<file path="config.mk">
export PLATFORM = sky130hd
export DESIGN_NAME = mic_row_lane
export DESIGN_NICKNAME = d
export VERILOG_FILES = /design/src/design/mic_pkg.sv /design/src/design/mic_row_lane.sv
export SDC_FILE = /design/constraint.sdc
export NUM_CORES = 2
export LEC_CHECK = 0
export BUFFER_PORTS_ARGS = -buffer_cell sky130_fd_sc_hd__buf_2
export CAP_MARGIN = 40
export CORE_UTILIZATION = 60
export CTS_CLUSTER_SIZE = 16
export DETAILED_ROUTE_END_ITERATION = 8
export PLACE_DENSITY_LB_ADDON = 0.08
export SYNTH_ARGS = -nofsm -noshare
export SYNTH_HDL_FRONTEND = slang
export SYNTH_SLANG_ARGS = --single-unit
</file>
<file path="constraint.sdc">
create_clock -name clk -period 11.8 [get_ports clk]
set_input_delay 0.59 -clock clk [delete_from_list [all_inputs] [get_ports clk]]
set_output_delay 0.59 -clock clk [all_outputs]
set_load 0.01 [all_outputs]
</file>
<file path="src/design/mic_pkg.sv">
// ----------------------------------------------------------------------------
// mic_pkg
// Shared widths, constants and register indexes for the magnetometer
// hard-iron / soft-iron correction core.
// ----------------------------------------------------------------------------
package mic_pkg;

    // field widths
    localparam int RAW_W   = 16;
    localparam int COEF_W  = 18;
    localparam int CAL_W   = 20;
    localparam int ROW_W   = 3 * COEF_W;
    localparam int NAXES   = 3;
    localparam int IDX_W   = 3;

    // scaling to Q8.8 microtesla: x * 4915 >>> 7
    localparam int SCALE_W     = 14;
    localparam int SCALE_SHIFT = 7;
    localparam int SPROD_W     = RAW_W + SCALE_W;
    localparam logic signed [SCALE_W-1:0] SCALE_NUM = 14'sd4915;

    // soft-iron products and dot-product sum
    localparam int MATRIX_SHIFT = 15;
    localparam int MPROD_W      = COEF_W + RAW_W;
    localparam int SUM_W        = MPROD_W + 2;

    // status byte overflow bit
    localparam int OVF_BIT = 3;

    // register indexes
    typedef enum logic [IDX_W-1:0] {
        REG_OFFSET_X    = 3'd0,
        REG_OFFSET_Y    = 3'd1,
        REG_OFFSET_Z    = 3'd2,
        REG_MATRIX_ROW0 = 3'd3,
        REG_MATRIX_ROW1 = 3'd4,
        REG_MATRIX_ROW2 = 3'd5
    } reg_idx_t;

    // reset values
    localparam logic signed [RAW_W-1:0] OFFSET_X_RST = -16'sd845;
    localparam logic signed [RAW_W-1:0] OFFSET_Y_RST = -16'sd350;
    localparam logic signed [RAW_W-1:0] OFFSET_Z_RST = 16'sd595;
    localparam logic [ROW_W-1:0] MATRIX_ROW0_RST = 54'd18013367640032575;
    localparam logic [ROW_W-1:0] MATRIX_ROW1_RST = 54'd55190201040601;
    localparam logic [ROW_W-1:0] MATRIX_ROW2_RST = 54'd2198886027362288;

    typedef logic signed [RAW_W-1:0]   axis_t;
    typedef logic signed [MPROD_W-1:0] mprod_t;

endpackage

</file>
<file path="src/design/mic_row_lane.sv">
// ----------------------------------------------------------------------------
// mic_row_lane
// One soft-iron matrix row: three Q3.15 coefficient products against the
// scaled axes, registered for the merge stage.
// ----------------------------------------------------------------------------
module mic_row_lane
    import mic_pkg::*;
(
    input  logic             clk,
    input  logic [ROW_W-1:0] row,
    input  axis_t            m [NAXES],
    input  logic             load,
    output mprod_t           prod [NAXES]
);

    mprod_t prod_next [NAXES];
    mprod_t prod_reg  [NAXES];

    // one multiplier per column
    always_comb
    begin
        for (int c = 0; c < NAXES; c++)
        begin
            prod_next[c] = MPROD_W'($signed(row[COEF_W*c +: COEF_W])) * MPROD_W'(m[c]);
        end
    end

    always_ff @(posedge clk)
    begin
        if (load)
        begin
            prod_reg <= prod_next;
        end
    end

    assign prod = prod_reg;

endmodule

</file>
Yosys cells after proc, flatten, opt, wreduce, memory -nomap -nowiden
Cells that the tools add are included.
- register bits: 102
- word-level logic and storage cells: 6
- input port bits: 104
- output and inout port bits: 102
- multipliers: 3
- operator list (kind ; number):
    18-bit by 16-bit multiplier with 34-bit output ; 3

Depth between registers and ports, before layout
- word-level depth: 1
- gate-level depth with buffers: 24
- mapped depth without buffers: 23

Least setup slack after synthesis
OpenSTA, ideal clock, no wires.
- path kind: input to register
- from: in m[39] (netlist name)
- to: reg prod_reg (netlist bit prod[94]), data pin
- data required time: 11526 ps
- cell stages on the path: 23
- data arrival time: 6324 ps
- slack: 5202 ps
- cells stage by stage: clkbuf_1 clkbuf_1 nand2_1 fa_1 inv_1 fa_1 inv_1 fa_1 inv_1 fa_1 fa_1 inv_1 fa_1 inv_1 ha_1 clkbuf_1 nand4_1 or3b_2 a211oi_1 o21ai_0 a21boi_1 mux2i_1 o2111ai_1
- RTL lines (element ; RTL line ; RTL):
    start: declaration ; mic_row_lane.sv:11 ; input axis_t m [NAXES],
    end signal: assignment ; mic_row_lane.sv:32 ; prod_reg <= prod_next;
    end: declaration ; mic_row_lane.sv:17 ; mprod_t prod_reg [NAXES];

==> results.ini <==
[placement]
placedCellCount = 4574
gp_routability_congestion = 0.8762
placement.cell_area_um2 = 37130
port-buffer-count = 205
pre_cts_slack_ps = 4723
detailedPlacementHpwl_um = 66230

[layout]
layout.cell_area.non_filler_um2 = 37440
instances_no_fill = 4589
share_of_cells_above_drive_strength_1 = 0.06172
antenna-diode-count = 0
design.final.nets = 5052
num-fill-cells = 5025
largest_reg_flops = 102
syn_to_final_growth_pct = 5.107
multi_input_comb_area_um2 = 28420
regArea_um2 = 3063

[floorplan]
io_pins = 206
std_cell_core_area_um2 = 58140
die_height_um = 245.7
initial_utilization = 0.6128
floorplan.die.width_um = 245.7
rows = 88
dieArea_um2 = 60350

[synthesis]
biggest_area_contributors_in_the_synthesized_netlist = fa_1 49%, inv_1 10%, ha_1 9.1%
synth_nets = 4965
edff_count_synth = 102
synth.largest_area_cell = fa_1
netlist_instances = 3733
yosys_warnings = 0
synthTopCellsByCount = 973 x inv_1, 870 x fa_1, 437 x nand2_1
synth.ff_latch_count = 102
synth-compound-area-share = 0.04495
post_synth_xor_area_fraction = 0.02483
synth_top_cell_area_share = 0.4889
synth.mux.area_fraction = 0.0008429
netlist-cell-type-count = 65
yosys.area_share.simple = 0.1476
synth_top_family_by_area = adder cells
async_flop_share = 0
syn_area_per_cell_um2 = 9.543
post_synth_instance_area_um2 = 35630
synth_ff_type = edfxtp_1
synth-seq-area-share = 0.08598
yosys.area_share.adder = 0.5795
synth_most_common_cell = inv_1

[sta]
final-setup-viol-count = 0
tightestPinTransition_ps = 780.7
worst_slew_margin_rel = 0.4795
slew_viol_final = 0
setup_repair_after_global_routing_missed_its_margin = no
finalCriticalPeriod_ps = 6718
fmax_mhz = 148.9
final.period_utilization = 0.5693
tns_ps = 0
finalWorstSetupSlack_ps = 5082
final_hold_viol_count = 0

[setup_path]
critical_path.cell_chain = buf_2, nand2_1, fa_1, fa_1, fa_1, inv_1, fa_1, fa_1, inv_1, fa_1, inv_1, ha_1, and3_2, and3_4, a211oi_2, a31oi_1, a21oi_1, o211a_1, o21ai_0, a311o_1
worst_setup_path_end_kind = flip-flop
critical_path_peak_fanout = 16
worst_setup_path_start_kind = input pin
critPathRequiredTime_ps = 11950
cp_slowest_cell = fa_1
critical_path.top_delay_family = adder cells
worst_ep_arrival_ps = 6860
timing.critical_path.buf_inv = 4
critical_path.max_stage_delay_ps = 550
worst-setup-path-type = input pin to flip-flop
path_common_cell = fa_1

[clock_tree]
post-cts-setup-buffer-count = 0
cts_root_buf = clkbuf_16
clock_sink_count = 102
ctsHtreeMaxLevel = 3
cts_resized = 0
tritoncts_clock_tree = built
post_cts_hold_buffer_count = 0
worst_path_clk_slew_ps = 80
max-clock-path-buffers = 2
cts_inserted_buffers = 9

[routing]
wire_per_inst_um = 17.43
drt_pre_antenna_iters = 5
drt-vias-per-instance = 5.305
route.final.wire_length_um = 79980
drt_drc_violations_left = 0
detailed_router_s_first_iteration_violation_count = 1090
via_count = 24350
route.antenna.remaining_nets = 0

[global_route]
grt_first_pass_wirelength_um = 132600
first_global_vias = 25660
grtUsageTotal = 0.2842
grt_start_max_net_pins = 55
overflow = 0
antenna_found_initial = 0

[hold_path]
hold_path_end = prod[0]
hold_path.class = input pin to flip-flop
hold_path_startpoint = m[0]
hold_path_depth = 2

[run]
max_cap_viol_count = 0

[run_status]
outcome = finished clean

-- worst max path at each step --
| stage | to | slack [ps] | depth (start not counted) | startpoint |
|---|---|---|---|---|
| detailed placement | prod[65] | 4720 | 20 | row[30] |
| global placement | prod[65] | 4780 | 20 | row[30] |
| CTS | prod[65] | 5140 | 20 | row[30] |
| finish | prod[65] | 5080 | 20 | row[28] |
| floorplan | prod[94] | 5200 | 23 | m[39] |
| global route | prod[33] | 4710 | 22 | m[7] |
-- metrics by stage --
step	utilization	hold WS, ps
finish	0.6441	740.2
global route	0.6441	762.6
CTS	0.6441	721.3
detailed placement	0.6388	1000
global placement	0.6388	999.1
floorplan	-	702.5
-- cell families after synthesis --
group | Yosys count
flip-flops | 102
AND/OR/NAND/NOR | 1058
multiplexers | 3
adder cells (fa/ha/maj) | 1128
XOR/XNOR | 101
AO/OA/AOI/OAI | 237
buffers and inverters | 1104
-- cells in the final DEF, fill, tap and decap left out, types with 22 or more instances in the layout --
cell / synthesis / layout
a21oi_1: 66 / 66
edfxtp_1: 102 / 102
inv_1: 973 / 973
buf_2: 0 / 204
xnor2_1: 78 / 78
and2_1: 407 / 407
nand2_1: 437 / 437
fa_1: 870 / 870
nor2_1: 102 / 102
nand2b_1: 22 / 22
a21o_1: 31 / 31
ha_1: 258 / 258
o21ai_0: 36 / 36
xor2_1: 23 / 23
-- metal layers --
metal	wire [um]	global-route usage	vias to the layer above	share of wire
li1	-	-	11120	-
met1	33120	0.3823	12490	0.41
met2	40420	0.4830	637	0.51
met3	4257	0.03361	103	0.053
met4	2180	0.08860	0	0.027
met5	0	0	-	0
-- final cells by class --
type                       instances  share of cell area
multi-input combinational       2527              0.7589
inverter                         973             0.09754
sequential                       102             0.08180
timing repair buffer             207             0.02787
tap                              765             0.02556
clock buffer                       9            0.006015
clock inverter                     6            0.002272
Power is not shown: default switching activity piles up to over one toggle a cycle in this logic, so the estimate is an artifact.
