### src/design/mic_pkg.sv
// ----------------------------------------------------------------------------
// mic_pkg
// Shared widths, constants and register indexes for the magnetometer
// hard-iron / soft-iron correction core.
// ----------------------------------------------------------------------------
package mic_pkg;

    // field widths
    localparam int RAW_W   = 16;
    localparam int COEF_W  = 18;
    localparam int CAL_W   = 20;
    localparam int ROW_W   = 3 * COEF_W;
    localparam int NAXES   = 3;
    localparam int IDX_W   = 3;

    // scaling to Q8.8 microtesla: x * 4915 >>> 7
    localparam int SCALE_W     = 14;
    localparam int SCALE_SHIFT = 7;
    localparam int SPROD_W     = RAW_W + SCALE_W;
    localparam logic signed [SCALE_W-1:0] SCALE_NUM = 14'sd4915;

    // soft-iron products and dot-product sum
    localparam int MATRIX_SHIFT = 15;
    localparam int MPROD_W      = COEF_W + RAW_W;
    localparam int SUM_W        = MPROD_W + 2;

    // status byte overflow bit
    localparam int OVF_BIT = 3;

    // register indexes
    typedef enum logic [IDX_W-1:0] {
        REG_OFFSET_X    = 3'd0,
        REG_OFFSET_Y    = 3'd1,
        REG_OFFSET_Z    = 3'd2,
        REG_MATRIX_ROW0 = 3'd3,
        REG_MATRIX_ROW1 = 3'd4,
        REG_MATRIX_ROW2 = 3'd5
    } reg_idx_t;

    // reset values
    localparam logic signed [RAW_W-1:0] OFFSET_X_RST = -16'sd845;
    localparam logic signed [RAW_W-1:0] OFFSET_Y_RST = -16'sd350;
    localparam logic signed [RAW_W-1:0] OFFSET_Z_RST = 16'sd595;
    localparam logic [ROW_W-1:0] MATRIX_ROW0_RST = 54'd18013367640032575;
    localparam logic [ROW_W-1:0] MATRIX_ROW1_RST = 54'd55190201040601;
    localparam logic [ROW_W-1:0] MATRIX_ROW2_RST = 54'd2198886027362288;

    typedef logic signed [RAW_W-1:0]   axis_t;
    typedef logic signed [MPROD_W-1:0] mprod_t;

endpackage

### src/design/mic_axis_lane.sv
// ----------------------------------------------------------------------------
// mic_axis_lane
// One axis: subtract the hard-iron offset (16-bit wrap), scale by 4915 and
// register the full product. The >>> 7 and 16-bit wrap is a bit-select.
// ----------------------------------------------------------------------------
module mic_axis_lane
    import mic_pkg::*;
(
    input  logic                 clk,
    input  logic signed [RAW_W-1:0] raw,
    input  logic signed [RAW_W-1:0] offset,
    input  logic                 load,
    output axis_t                scaled
);

    logic signed [RAW_W-1:0]   diff;
    logic signed [SPROD_W-1:0] prod_next;
    logic signed [SPROD_W-1:0] prod_reg;

    // offset removal wraps to 16 bits
    assign diff      = raw - offset;
    assign prod_next = SPROD_W'(diff) * SPROD_W'(SCALE_NUM);

    // product register, payload only
    always_ff @(posedge clk)
    begin
        if (load)
        begin
            prod_reg <= prod_next;
        end
    end

    // floor shift by 7, then keep the low 16 bits
    assign scaled = prod_reg[SCALE_SHIFT +: RAW_W];

endmodule

### config.mk
export PLATFORM = sky130hd
export DESIGN_NAME = mic_axis_lane
export DESIGN_NICKNAME = d
export VERILOG_FILES = /design/src/design/mic_pkg.sv /design/src/design/mic_axis_lane.sv
export SDC_FILE = /design/constraint.sdc
export NUM_CORES = 1
export LEC_CHECK = 0
export ABC_AREA = 0
export ABC_CLOCK_PERIOD_IN_PS = 20500
export BUFFER_PORTS_ARGS = -buffer_cell sky130_fd_sc_hd__buf_2
export CAP_MARGIN = 10
export CORE_MARGIN = 2
export CORE_UTILIZATION = 62
export DETAILED_ROUTE_END_ITERATION = 8
export PLACE_DENSITY = 0.93
export REMOVE_ABC_BUFFERS = 1
export SKIP_LAST_GASP = 1
export SLEW_MARGIN = 10
export SYNTH_ARGS = -nofsm -noshare
export SYNTH_HDL_FRONTEND = slang
export SYNTH_SLANG_ARGS = --single-unit
### constraint.sdc
create_clock -name clk -period 20.5 [get_ports clk]
set_input_delay 4.1 -clock clk [delete_from_list [all_inputs] [get_ports clk]]
set_output_delay 4.1 -clock clk [all_outputs]
set_load 0.1 [all_outputs]
After elaboration in Yosys (flattened, before gate mapping)
Index checks and enable logic that the tools add are counted.
- $add $sub $neg: 1
- multipliers: 1
- operators with widths (cell ; count):
    $mul A16 B14 Y23 const B ; 1
    $sub A16 B16 Y16 ; 1
- output and inout bits: 16
- register bits: 23
- bits of input ports: 34
- word-level logic and storage cells: 3

Depth between registers and ports, before layout
- depth after elaboration: 2
- depth in mapped cells: 29

Worst setup path before layout
No wires, ideal clock.
- path kind: input-to-reg
- start: in raw[0]
- end: reg prod_reg[22], data pin
- path buffers: 0
- data arrival time: 10.188 ns
- data required time: 20.232 ns
- setup slack: 10.044 ns
- stages: 26
- cells stage by stage: inv_1 > ha_1 > fa_1 > nor2b_1 > o31a_1 > nor2_1 > nor2_1 > nor2_1 > xnor2_1 > ha_1 > ha_1 > fa_1 > fa_1 > fa_1 > inv_1 > fa_1 > inv_1 > ha_1 > a21o_1 > a21oi_1 > nor2b_1 > nor3_2 > o211ai_4 > o41ai_4 > o21bai_2 > xnor3_1
- word-level cells in the longest chain between the ends: 2
- ends and longest elaborated chain (element ; line ; source):
    start: declaration ; mic_axis_lane.sv:10 ; input logic signed [RAW_W-1:0] raw,
    $sub A16 B16 Y16 ; mic_axis_lane.sv:21 ; assign diff = raw - offset;
    $mul A16 B14 Y23 ; mic_axis_lane.sv:22 ; assign prod_next = SPROD_W'(diff) * SPROD_W'(SCALE_NUM);
    net prod_next[22] ; mic_axis_lane.sv:17 ; logic signed [SPROD_W-1:0] prod_next;
    end signal: assignment ; mic_axis_lane.sv:29 ; prod_reg <= prod_next;
    end: declaration ; mic_axis_lane.sv:18 ; logic signed [SPROD_W-1:0] prod_reg;
The timed path passes the listed nets, and every way through them passes these cells.
A chain may end at the register's enable or synchronous reset.

Worst setup path after layout
- start: in offset[1]
- end: reg prod_reg[22], data pin
- word-level cells in the longest chain between the ends: 2
- ends and longest elaborated chain (element ; line ; source):
    start: declaration ; mic_axis_lane.sv:11 ; input logic signed [RAW_W-1:0] offset,
    $sub A16 B16 Y16 ; mic_axis_lane.sv:21 ;
    $mul A16 B14 Y23 ; mic_axis_lane.sv:22 ;
    net prod_next[22] ; mic_axis_lane.sv:17 ;
The timed path passes the listed nets, and every way through them passes these cells.

==> impl_metrics.tcl <==
set metrics [dict create \
    layout_setup_ws_ps 9450 \
    post_cts_resized 0 \
    die_area_um2 8390 \
    hpwlAfterDp_um 8890 \
    vias 3602 \
    yosys_warnings 0 \
    period_share_pct 53.9 \
    syn_area_um2 4750 \
    cts_tree "done" \
    setup_viol 0 \
    gp_congestion 0.966 \
    areaGrowthSynthToFinish_pct 8.76 \
    ys.flop_type "edfxtp_1" \
    antenna_found_initial 0 \
    synthTopCellsByArea "fa_1 (26%), ha_1 (26%), inv_1 (11%)" \
    rsz0062_at_grt "no" \
    root_buffer "clkbuf_8" \
    io_pins 50 \
    cts_max_path_buffers 2 \
    core_area_um2 7330 \
    ff_latch_area_um2 480 \
    grt_max_degree 17 \
    crit_type "in -> reg" \
    avgViaCountPerCell 5.57 \
    yosys.area.top_type "fa_1" \
    maxCapViolCount 0 \
    finalHoldViolCount 0 \
    nets 744 \
    dp_slack_ps 9330 \
    drt-pass1-iter-count 4 \
    cp_max_fo 6 \
    grt_util_all_layers_pct 25.5 \
    period_minus_slack_ps 11050 \
    cp-start-kind "input port" \
    worst_slew_pin_slew_ps 879 \
    fmax_ghz 0.0905 \
    cts_num_sinks 16 \
    arrival_ps 11050 \
    crit_path_end "prod_reg[22]" \
    synthDistinctLibCells 53 \
    tns_ps 0 \
    post_cts_buffers 0 \
    synth_seq_cells 16 \
    final_layout_size_suffix_gt1_share_pct 11.9 \
    h-tree-depth 1 \
    cts_hold_buf 0 \
    grt_pass1_vias 3933 \
    multi_input_area_um2 3730 \
    layout_commonest_cell "inv_1" \
    cp.required_ps 20500 \
    fillers 528 \
    synthArstFlopShare_pct 0 \
    drc_errors 0 \
    synth-edff-count 16 \
    synth_top_cell_area_share_pct 26.1 \
    status "finished clean" \
    grt_pass1_wl_um 17300 \
    fp.dieH_um 91.6 \
    die_w_um 91.6 \
    n_antenna_cell 0 \
    drt_iter0_markers 196 \
    syn_inst 495 \
    post_drt_wl_per_cell_um 15.6 \
    hold_depth 1 \
    seq_area_frac_synth_pct 10.1 \
    maxSlewViolCount 0 \
    finalWirelength_um 10100 \
    rows 31 \
    start_util_pct 64.9 \
    cts_made_buffers 3 \
    hold_path_class "in -> reg" \
    slew_headroom_pct 41.0 \
    critPathLaunch "offset[1]" \
    syn_area_per_cell_um2 9.61 \
    final_antenna_net_count 0 \
    crit_path_end_kind "register" \
    path_clk_slew_ps 70 \
    grt_overflow 0 \
    portBuffers 49 \
    largest_reg_flops 16 \
    most-common-layout-cells "inv_1 (144), ha_1 (99), fa_1 (62)" \
]
-- worst max-delay path: stages --
cell,delay [ps]
buf_2,100
inv_1,40
ha_1,270
nor2b_1,130
o21a_1,180
o21a_1,200
o21ai_0,220
a21oi_1,130
o21ai_0,240
a21boi_0,170
nor2_1,530
ha_1,360
ha_1,320
fa_1,520
fa_1,540
fa_1,550
inv_1,60
fa_1,490
inv_1,50
ha_1,350
a21oi_1,250
nor2b_1,100
nor3_2,250
o211ai_4,150
o41ai_4,290
o21bai_2,110
xnor3_1,340
-- how the worst min path moves through the flow --
stage / start / end / slack [ps]
6_report: load / prod_reg[18] / 4270
5_1_grt: load / prod_reg[22] / 4280
4_1_cts: load / prod_reg[18] / 4280
3_5_place_dp: load / prod_reg[19] / 4540
3_3_place_gp: load / prod_reg[18] / 4530
2_1_floorplan: load / prod_reg[10] / 4210
-- metal layers --
layer	vias to the layer above	GRT usage [%]	share of wire, %
li1	1687	-	-
met1	1776	30.8	40
met2	119	47.5	54
met3	20	2.24	3.8
met4	0	7.83	2.1
met5	-	0	0
-- cell usage after synthesis, drive strengths merged, types with 4 or more instances --
master	number
inv	144
ha	99
fa	62
xnor2	25
nor2	21
edfxtp	16
xor2	12
a21oi	10
nand2	10
o21ai	9
nor2b	8
nor3	8
nand3	7
o21a	7
a21o	5
o21bai	5
and2	4
and3	4
-- cell families (layout without fill, tap and decap cells) --
logic type | Yosys count | count (layout) | synth area share, %
xor gates and xnor gates | 39 | 39 | 8.24
buffers and inverters | 145 | 198 | 11.5
adders and majority gates | 161 | 161 | 52.2
and+or+nand+nor | 77 | 77 | 8.63
muxes | 1 | 1 | 0.237
DFF | 16 | 16 | 10.1
AOI/OAI and AO/OA | 56 | 56 | 9.16
-- stage by stage --
| stage | util, % | cells | hold WS (ps) | instance area, um^2 |
|---|---|---|---|---|
| after floorplan | - | 494 | 4210 | 4750 |
| after global placement | 69.9 | 643 | 4530 | 5130 |
| after detailed placement | 69.9 | 643 | 4540 | 5130 |
| after CTS | 70.5 | 647 | 4280 | 5170 |
| after global routing | 70.5 | 647 | 4280 | 5170 |
| final | 70.5 | 647 | 4270 | 5170 |
-- area by class of cell --
class | count | share of cell area (%)
timing repair buffer | 50 | 4.89
clock buffer | 3 | 0.798
tap | 99 | 2.40
multi-input combinational | 334 | 72.1
clock inverter | 1 | 0.0726
sequential | 16 | 9.29
inverter | 144 | 10.5
Power is not shown: default switching activity piles up to over one toggle a cycle in this logic, so the estimate is an artifact.
